### src/hw/rtl/athrd_pkg.sv
`timescale 1ns / 1ps

package athrd_pkg;

    localparam int unsigned MAX_CHUNK = 256;
    localparam int unsigned LIM_W     = 13;

    localparam logic [8:0] ACC_SAT   = 9'd511;
    localparam logic [8:0] CFG_RESET = 9'd256;
    localparam logic [3:0] HDR_LEN   = 4'd10;
    localparam logic [3:0] ERR_LEN   = 4'd9;

    localparam logic OP_BYTE    = 1'b0;
    localparam logic OP_RESTART = 1'b1;

    localparam logic [2:0] K_BODY   = 3'd0;
    localparam logic [2:0] K_HEADER = 3'd1;
    localparam logic [2:0] K_ERROR  = 3'd2;
    localparam logic [2:0] K_BAD    = 3'd3;
    localparam logic [2:0] K_EMPTY  = 3'd4;

    localparam logic [7:0] CH_CR    = 8'h0d;
    localparam logic [7:0] CH_LF    = 8'h0a;
    localparam logic [7:0] CH_SPACE = 8'h20;
    localparam logic [7:0] CH_COMMA = 8'h2c;
    localparam logic [7:0] CH_PLUS  = 8'h2b;
    localparam logic [7:0] CH_ZERO  = 8'h30;
    localparam logic [7:0] CH_NINE  = 8'h39;
    localparam logic [7:0] CH_A     = 8'h41;
    localparam logic [7:0] CH_D     = 8'h44;
    localparam logic [7:0] CH_T     = 8'h54;

    typedef struct packed {
        logic       valid;
        logic [2:0] kind;
        logic [7:0] data_byte;
        logic [8:0] declared_length;
        logic       last;
    } t_result;

    // "+HTTPREAD:"
    function automatic logic [7:0] hdr_char(input logic [3:0] idx);
        logic [7:0] c;
        case (idx)
            4'd0:    c = 8'h2b;
            4'd1:    c = 8'h48;
            4'd2:    c = 8'h54;
            4'd3:    c = 8'h54;
            4'd4:    c = 8'h50;
            4'd5:    c = 8'h52;
            4'd6:    c = 8'h45;
            4'd7:    c = 8'h41;
            4'd8:    c = 8'h44;
            4'd9:    c = 8'h3a;
            default: c = 8'h00;
        endcase
        return c;
    endfunction

    // CR LF "ERROR" CR LF
    function automatic logic [7:0] err_char(input logic [3:0] idx);
        logic [7:0] c;
        case (idx)
            4'd0:    c = 8'h0d;
            4'd1:    c = 8'h0a;
            4'd2:    c = 8'h45;
            4'd3:    c = 8'h52;
            4'd4:    c = 8'h52;
            4'd5:    c = 8'h4f;
            4'd6:    c = 8'h52;
            4'd7:    c = 8'h0d;
            4'd8:    c = 8'h0a;
            default: c = 8'h00;
        endcase
        return c;
    endfunction

endpackage

### src/hw/rtl/athrd_in_stage.sv
`timescale 1ns / 1ps

module athrd_in_stage (
    input  logic       i_clk,
    input  logic       i_rst_n,
    input  logic       i_valid,
    output logic       o_ready,
    input  logic       i_op,
    input  logic [7:0] i_byte,
    input  logic       i_take,
    output logic       o_valid,
    output logic       o_op,
    output logic [7:0] o_byte
);
    import athrd_pkg::*;

    logic       r_valid;
    logic       r_op;
    logic [7:0] r_byte;

    assign o_ready = !r_valid || i_take;

    always_ff @(posedge i_clk) begin
        if (!i_rst_n) begin
            r_valid <= 1'b0;
        end else if (o_ready) begin
            r_valid <= i_valid;
        end
        if (o_ready && i_valid) begin
            r_op   <= i_op;
            r_byte <= i_byte;
        end
    end

    assign o_valid = r_valid;
    assign o_op    = r_op;
    assign o_byte  = r_byte;

endmodule

### src/hw/rtl/athrd_parser.sv
`timescale 1ns / 1ps

module athrd_parser (
    input  logic                i_clk,
    input  logic                i_rst_n,
    input  logic                i_step,
    input  logic                i_op,
    input  logic [7:0]          i_byte,
    input  logic [8:0]          i_limit,
    output athrd_pkg::t_result  o_res
);
    import athrd_pkg::*;

    typedef enum logic [2:0] {
        PH_HUNT, PH_SKIP, PH_DIGITS, PH_CRLF, PH_BODY, PH_DONE
    } t_phase;

    t_phase     r_phase,  n_phase;
    logic [3:0] r_hcnt,   n_hcnt;
    logic [3:0] r_ecnt,   n_ecnt;
    logic [8:0] r_acc,    n_acc;
    logic       r_digit,  n_digit;
    logic       r_cr,     n_cr;
    logic [8:0] r_rem,    n_rem;

    logic        is_digit;
    logic [3:0]  digit;
    logic [12:0] acc_next;
    logic [8:0]  rem_dec;

    assign is_digit = (i_byte >= CH_ZERO) && (i_byte <= CH_NINE);
    assign digit    = 4'(i_byte - CH_ZERO);
    assign acc_next = {r_acc, 3'b000} + {3'b000, r_acc, 1'b0} + {9'd0, digit};
    assign rem_dec  = r_rem - 9'd1;

    always_comb begin
        n_phase = r_phase;
        n_hcnt  = r_hcnt;
        n_ecnt  = r_ecnt;
        n_acc   = r_acc;
        n_digit = r_digit;
        n_cr    = r_cr;
        n_rem   = r_rem;
        o_res   = '0;

        if (i_op) begin
            n_phase = PH_HUNT;
            n_hcnt  = '0;
            n_ecnt  = '0;
            n_acc   = '0;
            n_digit = 1'b0;
            n_cr    = 1'b0;
            n_rem   = '0;
        end else if (r_phase == PH_BODY) begin
            if (r_rem == '0) begin
                n_phase = PH_DONE;
            end else begin
                n_rem           = rem_dec;
                o_res.valid     = 1'b1;
                o_res.kind      = K_BODY;
                o_res.data_byte = i_byte;
                o_res.last      = (rem_dec == '0);
                if (rem_dec == '0) begin
                    n_phase = PH_DONE;
                end
            end
        end else if (r_phase == PH_HUNT || r_phase == PH_SKIP ||
                     r_phase == PH_DIGITS || r_phase == PH_CRLF) begin
            if (r_ecnt < ERR_LEN && i_byte == err_char(r_ecnt)) begin
                n_ecnt = r_ecnt + 4'd1;
            end else begin
                n_ecnt = (i_byte == CH_CR) ? 4'd1 : 4'd0;
            end

            if (n_ecnt >= ERR_LEN) begin
                n_phase     = PH_DONE;
                o_res.valid = 1'b1;
                o_res.kind  = K_ERROR;
            end else begin
                case (r_phase)
                    PH_HUNT: begin
                        if (r_hcnt < HDR_LEN && i_byte == hdr_char(r_hcnt)) begin
                            n_hcnt = r_hcnt + 4'd1;
                        end else begin
                            n_hcnt = (i_byte == CH_PLUS) ? 4'd1 : 4'd0;
                        end
                        if (n_hcnt >= HDR_LEN) begin
                            n_phase = PH_SKIP;
                        end
                    end
                    PH_SKIP: begin
                        if (i_byte == CH_SPACE || i_byte == CH_D || i_byte == CH_A ||
                            i_byte == CH_T || i_byte == CH_COMMA) begin
                            n_phase = PH_SKIP;
                        end else if (!is_digit) begin
                            n_phase     = PH_DONE;
                            o_res.valid = 1'b1;
                            o_res.kind  = K_BAD;
                        end else begin
                            n_digit = 1'b1;
                            n_acc   = {5'd0, digit};
                            n_phase = PH_DIGITS;
                        end
                    end
                    PH_DIGITS: begin
                        if (is_digit) begin
                            n_acc = (acc_next > {4'd0, ACC_SAT}) ? ACC_SAT : acc_next[8:0];
                        end else if (!r_digit || r_acc >= ACC_SAT || r_acc > i_limit) begin
                            n_phase     = PH_DONE;
                            o_res.valid = 1'b1;
                            o_res.kind  = K_BAD;
                        end else begin
                            n_cr    = (i_byte == CH_CR);
                            n_phase = PH_CRLF;
                        end
                    end
                    default: begin
                        if (r_cr && i_byte == CH_LF) begin
                            n_cr = 1'b0;
                            if (r_acc == '0) begin
                                n_phase     = PH_DONE;
                                o_res.valid = 1'b1;
                                o_res.kind  = K_EMPTY;
                            end else begin
                                n_rem                 = r_acc;
                                n_phase               = PH_BODY;
                                o_res.valid           = 1'b1;
                                o_res.kind            = K_HEADER;
                                o_res.declared_length = r_acc;
                            end
                        end else begin
                            n_cr = (i_byte == CH_CR);
                        end
                    end
                endcase
            end
        end
    end

    always_ff @(posedge i_clk) begin
        if (!i_rst_n) begin
            r_phase <= PH_HUNT;
            r_hcnt  <= '0;
            r_ecnt  <= '0;
            r_acc   <= '0;
            r_digit <= 1'b0;
            r_cr    <= 1'b0;
            r_rem   <= '0;
        end else if (i_step) begin
            r_phase <= n_phase;
            r_hcnt  <= n_hcnt;
            r_ecnt  <= n_ecnt;
            r_acc   <= n_acc;
            r_digit <= n_digit;
            r_cr    <= n_cr;
            r_rem   <= n_rem;
        end
    end

endmodule

### src/hw/rtl/athrd_out_stage.sv
`timescale 1ns / 1ps

module athrd_out_stage (
    input  logic                i_clk,
    input  logic                i_rst_n,
    input  logic                i_load,
    input  athrd_pkg::t_result  i_res,
    input  logic                i_ready,
    output logic                o_free,
    output athrd_pkg::t_result  o_res
);
    import athrd_pkg::*;

    t_result r_res;

    assign o_free = !r_res.valid || i_ready;

    always_ff @(posedge i_clk) begin
        if (!i_rst_n) begin
            r_res.valid <= 1'b0;
        end else if (o_free) begin
            r_res.valid <= i_load && i_res.valid;
        end
        if (o_free && i_load && i_res.valid) begin
            r_res.kind            <= i_res.kind;
            r_res.data_byte       <= i_res.data_byte;
            r_res.declared_length <= i_res.declared_length;
            r_res.last            <= i_res.last;
        end
    end

    assign o_res = r_res;

endmodule

### src/hw/rtl/at_http_read_response_deframer_top.sv
`timescale 1ns / 1ps

// channel   dir  handshake                  payload
// s (in)    in   i_s_tvalid / o_s_tready    tdata: rx_byte; tuser: operation
// m (out)   out  o_m_tvalid / i_m_tready    tdata: data_byte, declared_length; tuser: kind;
//                                           tlast: last
// cfg       in   i_cfg_valid / o_cfg_ready  max_body_length
//
// One word per cycle while results are taken: input register, combinational parse logic, result register.
// A word waits in the input register until the result register is free; then its result is registered.
// Reset: synchronous, active low; limit returns to 256, parser to header hunt.
// A stalled result holds the parser; one more word waits in the input register.

module at_http_read_response_deframer_top (
    input  logic        i_clk,
    input  logic        i_rst_n,
    input  logic        i_s_tvalid,
    output logic        o_s_tready,
    input  logic [7:0]  i_s_tdata,    // [7:0] rx_byte
    input  logic [0:0]  i_s_tuser,    // [0] operation
    output logic        o_m_tvalid,
    input  logic        i_m_tready,
    output logic [23:0] o_m_tdata,    // [7:0] data_byte, [16:8] declared_length, rest zero
    output logic [2:0]  o_m_tuser,    // [2:0] kind
    output logic        o_m_tlast,
    input  logic        i_cfg_valid,
    output logic        o_cfg_ready,
    input  logic [8:0]  i_cfg_data
);
    import athrd_pkg::*;

    logic [8:0] r_limit;
    logic       in_valid;
    logic       in_op;
    logic [7:0] in_byte;
    logic       out_free;
    logic       step;
    t_result    parse_res;
    t_result    out_res;

    assign o_cfg_ready = 1'b1;

    always_ff @(posedge i_clk) begin
        if (!i_rst_n) begin
            r_limit <= CFG_RESET;
        end else if (i_cfg_valid) begin
            r_limit <= ({4'd0, i_cfg_data} > LIM_W'(MAX_CHUNK)) ?
                       9'(MAX_CHUNK) : i_cfg_data;
        end
    end

    assign step = in_valid && out_free;

    athrd_in_stage u_in (
        .i_clk   (i_clk),
        .i_rst_n (i_rst_n),
        .i_valid (i_s_tvalid),
        .o_ready (o_s_tready),
        .i_op    (i_s_tuser[0]),
        .i_byte  (i_s_tdata),
        .i_take  (out_free),
        .o_valid (in_valid),
        .o_op    (in_op),
        .o_byte  (in_byte)
    );

    athrd_parser u_parser (
        .i_clk   (i_clk),
        .i_rst_n (i_rst_n),
        .i_step  (step),
        .i_op    (in_op),
        .i_byte  (in_byte),
        .i_limit (r_limit),
        .o_res   (parse_res)
    );

    athrd_out_stage u_out (
        .i_clk   (i_clk),
        .i_rst_n (i_rst_n),
        .i_load  (step),
        .i_res   (parse_res),
        .i_ready (i_m_tready),
        .o_free  (out_free),
        .o_res   (out_res)
    );

    assign o_m_tvalid = out_res.valid;
    assign o_m_tdata  = {7'd0, out_res.declared_length, out_res.data_byte};
    assign o_m_tuser  = out_res.kind;
    assign o_m_tlast  = out_res.last;

    a_last_body: assert property (@(posedge i_clk) disable iff (!i_rst_n)
        o_m_tvalid && o_m_tlast |-> o_m_tuser == K_BODY)
        else $error("last set on a non-body word");

    a_data_zero: assert property (@(posedge i_clk) disable iff (!i_rst_n)
        o_m_tvalid && o_m_tuser != K_BODY |-> o_m_tdata[7:0] == 8'd0)
        else $error("data byte set on a non-body word");

    a_hdr_len: assert property (@(posedge i_clk) disable iff (!i_rst_n)
        o_m_tvalid && o_m_tuser == K_HEADER |->
            o_m_tdata[16:8] != 9'd0 && o_m_tdata[16:8] <= r_limit)
        else $error("accepted header length out of range");

    a_restart_quiet: assert property (@(posedge i_clk) disable iff (!i_rst_n)
        step && in_op |=> !o_m_tvalid)
        else $error("restart produced a result");

endmodule

### config.mk
export PLATFORM = sky130hd
export DESIGN_NAME = at_http_read_response_deframer_top
export DESIGN_NICKNAME = d
export VERILOG_FILES = /design/src/hw/rtl/athrd_pkg.sv /design/src/hw/rtl/athrd_in_stage.sv /design/src/hw/rtl/athrd_parser.sv /design/src/hw/rtl/athrd_out_stage.sv /design/src/hw/rtl/at_http_read_response_deframer_top.sv
export SDC_FILE = /design/constraint.sdc
export NUM_CORES = 1
export LEC_CHECK = 0
export ABC_AREA = 1
export BUFFER_PORTS_ARGS = -buffer_cell sky130_fd_sc_hd__buf_2
export CORE_UTILIZATION = 40
export CTS_CLUSTER_SIZE = 25
export DETAILED_ROUTE_END_ITERATION = 16
export GPL_TIMING_DRIVEN = 1
export MAX_ROUTING_LAYER = met4
export PLACE_DENSITY = 0.67
export SLEW_MARGIN = 20
export SYNTH_ARGS = -nofsm -noshare
export SYNTH_HDL_FRONTEND = slang
export SYNTH_HIERARCHICAL = 1
export SYNTH_SLANG_ARGS = --single-unit
export TNS_END_PERCENT = 30
### constraint.sdc
create_clock -name i_clk -period 3.3 [get_ports i_clk]
set_clock_uncertainty 0.2 [all_clocks]
set_input_delay 0.165 -clock i_clk [delete_from_list [all_inputs] [get_ports i_clk]]
set_output_delay 0.165 -clock i_clk [all_outputs]
set_load 0.02 [all_outputs]
==> results of run 1 <==
==> per-layer routing <==
metal  vias to the layer above  global-route usage, %
met4                         0                  5.401
met5                         -                      -
met2                       149                  31.28
met3                         7                  3.656
met1                      2208                  28.92
li1                       2479                      -
==> through the flow <==
stage | hold WS [ns] | utilization [%] | cell area, um^2 | setup slack (ns)
finish | 0.004422 | 49.93 | 6377 | 0.2929
CTS | 0.004905 | 49.93 | 6377 | 0.3010
detailed placement | 0.1442 | 45.31 | 5788 | 0.3143
global placement | 0.1423 | 45.31 | 5788 | 0.4030
floorplan | 0.06364 | - | 5323 | 0.08602
global route | 0.01809 | 49.93 | 6377 | 0.06759
==> final cells by class <==
type                    count  share of cell area (%)
inverters                 106                   6.239
flip-flops and latches     84                   31.08
multi-input cells         498                   44.46
clock inverters             6                  0.6278
well taps                 172                   3.375
repair buffers             92                   10.48
clock buffers              10                   3.747
==> path summary, 6_finish.rpt <==
path	startpoint	end	slack [ns]
max	u_parser/r_acc[2]$_SDFFE_PN0P_	u_parser/r_acc[4]$_SDFFE_PN0P_	0.29
max reg2reg	u_parser/r_acc[2]$_SDFFE_PN0P_	u_parser/r_acc[4]$_SDFFE_PN0P_	0.29
min reg2reg	u_parser/r_cr$_SDFFE_PN0P_	u_parser/r_cr$_SDFFE_PN0P_	0.26
min	i_cfg_valid	r_limit[4]$_SDFFE_PN0P_	0.004
==> cells by family after synthesis <==
kind of cell	share of synthesized area, %
AOI/OAI and AO/OA	13.36
and+or+nand+nor	27.71
adders and majority gates	8.310
buffers and inverters	9.608
DFF	37.39
xor gates and xnor gates	3.470
other	0.1417
==> power breakdown <==
part	switching, mW	internal, mW	total, mW
Sequential	0.0272	1.10	1.13
Clock	0.412	0.527	0.939
Combinational	0.207	0.127	0.333
Total	0.646	1.76	2.40
==> Yosys cell counts, types with 13 or more instances <==
cell type | count | area share [%]
nand2_1 | 128 | 9.1
inv_1 | 92 | 6.5
nor2_1 | 76 | 5.4
a21oi_1 | 58 | 5.5
dfxtp_1 | 54 | 20
ha_1 | 32 | 7.6
nand3_1 | 31 | 2.9
edfxtp_1 | 30 | 17
o21ai_0 | 23 | 2.2
nor3_1 | 19 | 1.8
nand2_2 | 17 | 2.0
nand4_1 | 15 | 1.8
xor2_1 | 14 | 2.3
inv_2 | 13 | 0.92
==> run metrics, run 1 <==
total clock sinks=84; share of cells above drive strength 1=16.33%; DR vias=4843; Max Cap Viol=0; I/O pin count=54; most frequent cells in the layout=nand2_1, inv_1, nor2_1, a21oi_1, dfxtp_1; overall power=2.404 mW; CP arrival=3.03 ns; DR vias/cell=5.003; ys flop type=dfxtp_1; Power Dens Cells=376.9 nW/um^2; minimum clock period=3.007 ns; register area share after synthesis=37.39%; FF/Latch Area=1982 um^2; initial core utilization=41.49%; global route overflow=0; Final Max Slew Viols=0; global placement routability congestion=0.9257; Min-Delay Path Depth=2; wire per inst=13.58 um; P&R area growth vs syn=20.33%; initial antenna violation count=0; drt initial violations=304; library cells used by synthesis=49; period utilization=91.13%; Most Frequent Cell on Critical Path=a21oi_1; CTS tree=yes; CTS resizes=0; peak supply drop=194.5 uV; first-pass GRT wire length=21110 um; Num CTS Buffers=9; CP Capture Type=flip-flop; vias in the first global route=4424; cells on worst reg2reg path=14; critical path depth=14; Initial DRT Pass Iterations=5; RSZ-0062 raised after global routing=no; Final #Nets=848; synthesized area per cell=7.593 um^2; #FFs+latches synth=84; status=finished, final reports clean; Crit-path slowest cell=fa_1; metal3 WL=672 um; core area=12770 um^2; clock-pin transition on the worst setup and hold timing paths=0.06 ns; die height=117.1 um; Worst EP required=3.32 ns; CP Launch Type=flip-flop; crit-path cells=inv_1, fa_1, inv_1, fa_1, a21oi_1, o21bai_1, nand2_1, o211ai_1, a21oi_1, nor2_1, nor2_1, nand2_1, nand2_2, a21oi_1; CP max stage delay=0.48 ns; Lkg Pwr=2.965 nW; Ys Warns=6; Max clock buf depth=2; die area=13710 um^2; drt drc=0; multi-input logic area=2835 um^2; htree depth=3; commonest non-fill, non-tap cell in the layout=nand2_1; final WL=13150 um; Inst Count DP=921; port bufs=45; buffer count from post-CTS setup fixing=0; WP buf/inv=2; Slew HR=32.03%; worst-margin pin slew=1.020 ns; crit-path max FO=6; Crit path max-delay family=adder cells; ys async rst share=0%; final setup TNS=0 ns; DP Wirelength=9853 um; GRT Util Overall=20.83%; FILL cells=1240; WL met2=5878 um; remaining antenna violation count=0; top layer in use=met4; cell area after synthesis=5300 um^2; Hold Path Class=input pin to flip-flop; Metal-1 WL=6474 um; Final Non-Filler Cells=968; Clk Latency, worst-skew pair=0.34 ns; Post-synth EDFFs=30; Inserted Diodes=0; critical setup path kind=flip-flop to flip-flop; hold_buf cts=31; final-report setup violation count=0; clock root cell=clkbuf_16; Mapped Cells=698; fmax=0.3325 GHz; num rows=41; largest net degree at the start of global routing=29; chip width=117.1 um; Hold Vio Cnt, Final=0
No activity file was read; power rests on OpenSTA's default activity.
==> run 2: changes to the inputs <==
--- a/config.mk
+++ b/config.mk
@@ -7,6 +7,7 @@
 export LEC_CHECK = 0
 export ABC_AREA = 1
 export BUFFER_PORTS_ARGS = -buffer_cell sky130_fd_sc_hd__buf_2
+export CORE_MARGIN = 8
 export CORE_UTILIZATION = 40
 export CTS_CLUSTER_SIZE = 25
 export DETAILED_ROUTE_END_ITERATION = 16
==> run 2 against run 1 <==
Against the previous run: power up 3.0%; largest cell class unchanged; global-route usage is 5.0 points lower; clock power grew 9%.
==> run metrics, run 2 (synthesis gave the netlist of run 1 again) <==
status=finished, final reports clean; Clk Latency, worst-skew pair=0.35 ns; initial core utilization=40.50%; remaining antenna violation count=0; Power Dens Cells=386.8 nW/um^2; drt drc=0; Switching Share=26.54%; total clock sinks=84; Int Power=1.818 mW; global route overflow=0; metal3 WL=867 um; internal reg-to-reg setup slack=0.25 ns; Metal-1 WL=6504 um; peak supply drop=194.1 uV; Worst EP required=3.31 ns; final WL=13170 um; reg-to-reg startpoint=u_in/o_byte[3]$_DFFE_PP_; global placement routability congestion=0.9420; Slew HR=35.31%; WL met2=5584 um; I/O pin count=54; CTS tree=yes; buffer count from post-CTS setup fixing=0; chip width=131.1 um; core area=13090 um^2; cells on worst reg2reg path=14; RSZ-0062 raised after global routing=no; hold wc startpoint=i_cfg_valid; fmax=0.3282 GHz; multi-input logic area=2835 um^2; largest net degree at the start of global routing=22; die height=131.1 um; Num CTS Buffers=9; worst r2r dst=u_parser/r_acc[4]$_SDFFE_PN0P_; WP buf/inv=2; clock-pin transition on the worst setup and hold timing paths=0.06 ns; wire per inst=13.56 um; Design Area, Final=6399 um^2; FILL cells=1254; top layer in use=met4; vias in the first global route=4663; GRT Util Overall=15.84%; Crit path max-delay family=adder cells; FF/Latch Area=1982 um^2; Hold Path Class=input pin to flip-flop; share of cells above drive strength 1=16.23%; CP max stage delay=0.53 ns; P_sw=0.6568 mW; worst-margin pin slew=0.9703 ns; Comb power frac=13.2%; Inserted Diodes=0; clock power share=41.1%; hold_buf cts=32; period utilization=92.33%; CP Capture Type=flip-flop; P&R area growth vs syn=20.73%; crit-path cells=inv_2, fa_1, inv_1, fa_1, a21oi_1, o21bai_1, nand2_1, o211ai_1, a21oi_1, nor2_1, nor2_1, nand2_1, nand2_2, a21oi_1; num rows=42; CP Launch Type=flip-flop; CP arrival=3.06 ns; die area=17190 um^2; Initial DRT Pass Iterations=5; commonest non-fill, non-tap cell in the layout=nand2_1; DR vias/cell=4.968; Final #Nets=847; drt initial violations=395; crit-path max FO=7; Max Cap Viol=0; DR vias=4824; most frequent cells in the layout=nand2_1, inv_1, nor2_1, a21oi_1, dfxtp_1; minimum clock period=3.047 ns; WHS Endpoint=r_limit[7]$_SDFFE_PN0P_; Min-Delay Path Depth=4; port bufs=45; Max clock buf depth=2; placed instance area=5778 um^2; final setup TNS=0 ns; Util after Layout=48.90%; Lkg Pwr=2.972 nW; Final Max Slew Viols=0; Most Frequent Cell on Critical Path=a21oi_1; Hold Vio Cnt, Final=0; initial antenna violation count=0; htree depth=3; clock root cell=clkbuf_16; Crit-path slowest cell=fa_1; DP Wirelength=10030 um; CTS resizes=0; Reg power frac=45.7%; final-report setup violation count=0; first-pass GRT wire length=22230 um; critical setup path kind=flip-flop to flip-flop
## run 2: changes by cell type in the layout (fill, tap and decap cells not counted)
cell / change
buf_4: -2
bufinv_16: +1
inv_6: +1
clkinv_1: -1
dlygate4sd3_1: +1
clkbuf_8: -1
## run 2: worst max-delay path by stage
stage,from,end,slack (ns),cells after the start
final,u_in/o_byte[3]$_DFFE_PP_,u_parser/r_acc[4]$_SDFFE_PN0P_,0.25,14
after global routing,u_in/o_byte[3]$_DFFE_PP_,u_parser/r_acc[4]$_SDFFE_PN0P_,0.008,14
after CTS,u_in/o_byte[3]$_DFFE_PP_,u_parser/r_acc[4]$_SDFFE_PN0P_,0.26,14
after detailed placement,u_in/o_byte[3]$_DFFE_PP_,u_parser/r_acc[4]$_SDFFE_PN0P_,0.27,14
after global placement,u_in/o_byte[3]$_DFFE_PP_,u_parser/r_acc[7]$_SDFFE_PN0P_,0.33,14
after floorplan,u_parser/r_acc[8]$_SDFFE_PN0P_,u_out/o_res[0]$_DFFE_PP_,0.09,13
## run 2: layout make-up
class | count | share of cell area (%)
inverter | 106 | 6.218
clock buffer | 9 | 3.520
tap | 176 | 3.442
multi-input combinational | 498 | 44.31
clock inverter | 7 | 1.173
sequential | 84 | 30.97
timing repair buffer | 91 | 10.36
## run 2: metrics by stage
| stage | hold WS, ns | cells | setup WS (ns) | power (mW) |
|---|---|---|---|---|
| final | 0.03584 | 971 | 0.2531 | 2.475 |
| after global routing | 0.08564 | 971 | 0.007977 | 2.579 |
| after CTS | 0.03042 | 971 | 0.2643 | 2.489 |
| after detailed placement | 0.1437 | 923 | 0.2729 | 1.446 |
| after global placement | 0.1423 | 923 | 0.3308 | 1.445 |
| after floorplan | 0.06364 | 704 | 0.08602 | 1.374 |
## run 2: per-layer routing
metal / up-vias / GRT usage (%)
met5: - / -
met4: 0 / 6.133
met3: 13 / 2.325
met2: 160 / 23.60
met1: 2168 / 21.21
li1: 2483 / -
## run 2: power groups by stage
stage | sequential [mW] | combinational [mW] | clock (mW)
after floorplan | 1.15 | 0.228 | 0
after global placement | 1.15 | 0.293 | 0
after detailed placement | 1.15 | 0.294 | 0
after CTS | 1.13 | 0.323 | 1.04
after global routing | 1.13 | 0.367 | 1.08
final | 1.13 | 0.327 | 1.02
## run 2: worst min-delay path: cells and delay by family
kind | cells | cell delay [ns]
AOI/OAI and AO/OA | 1 | 0.07
buffers and inverters | 2 | 0.22
and+or+nand+nor | 1 | 0.09
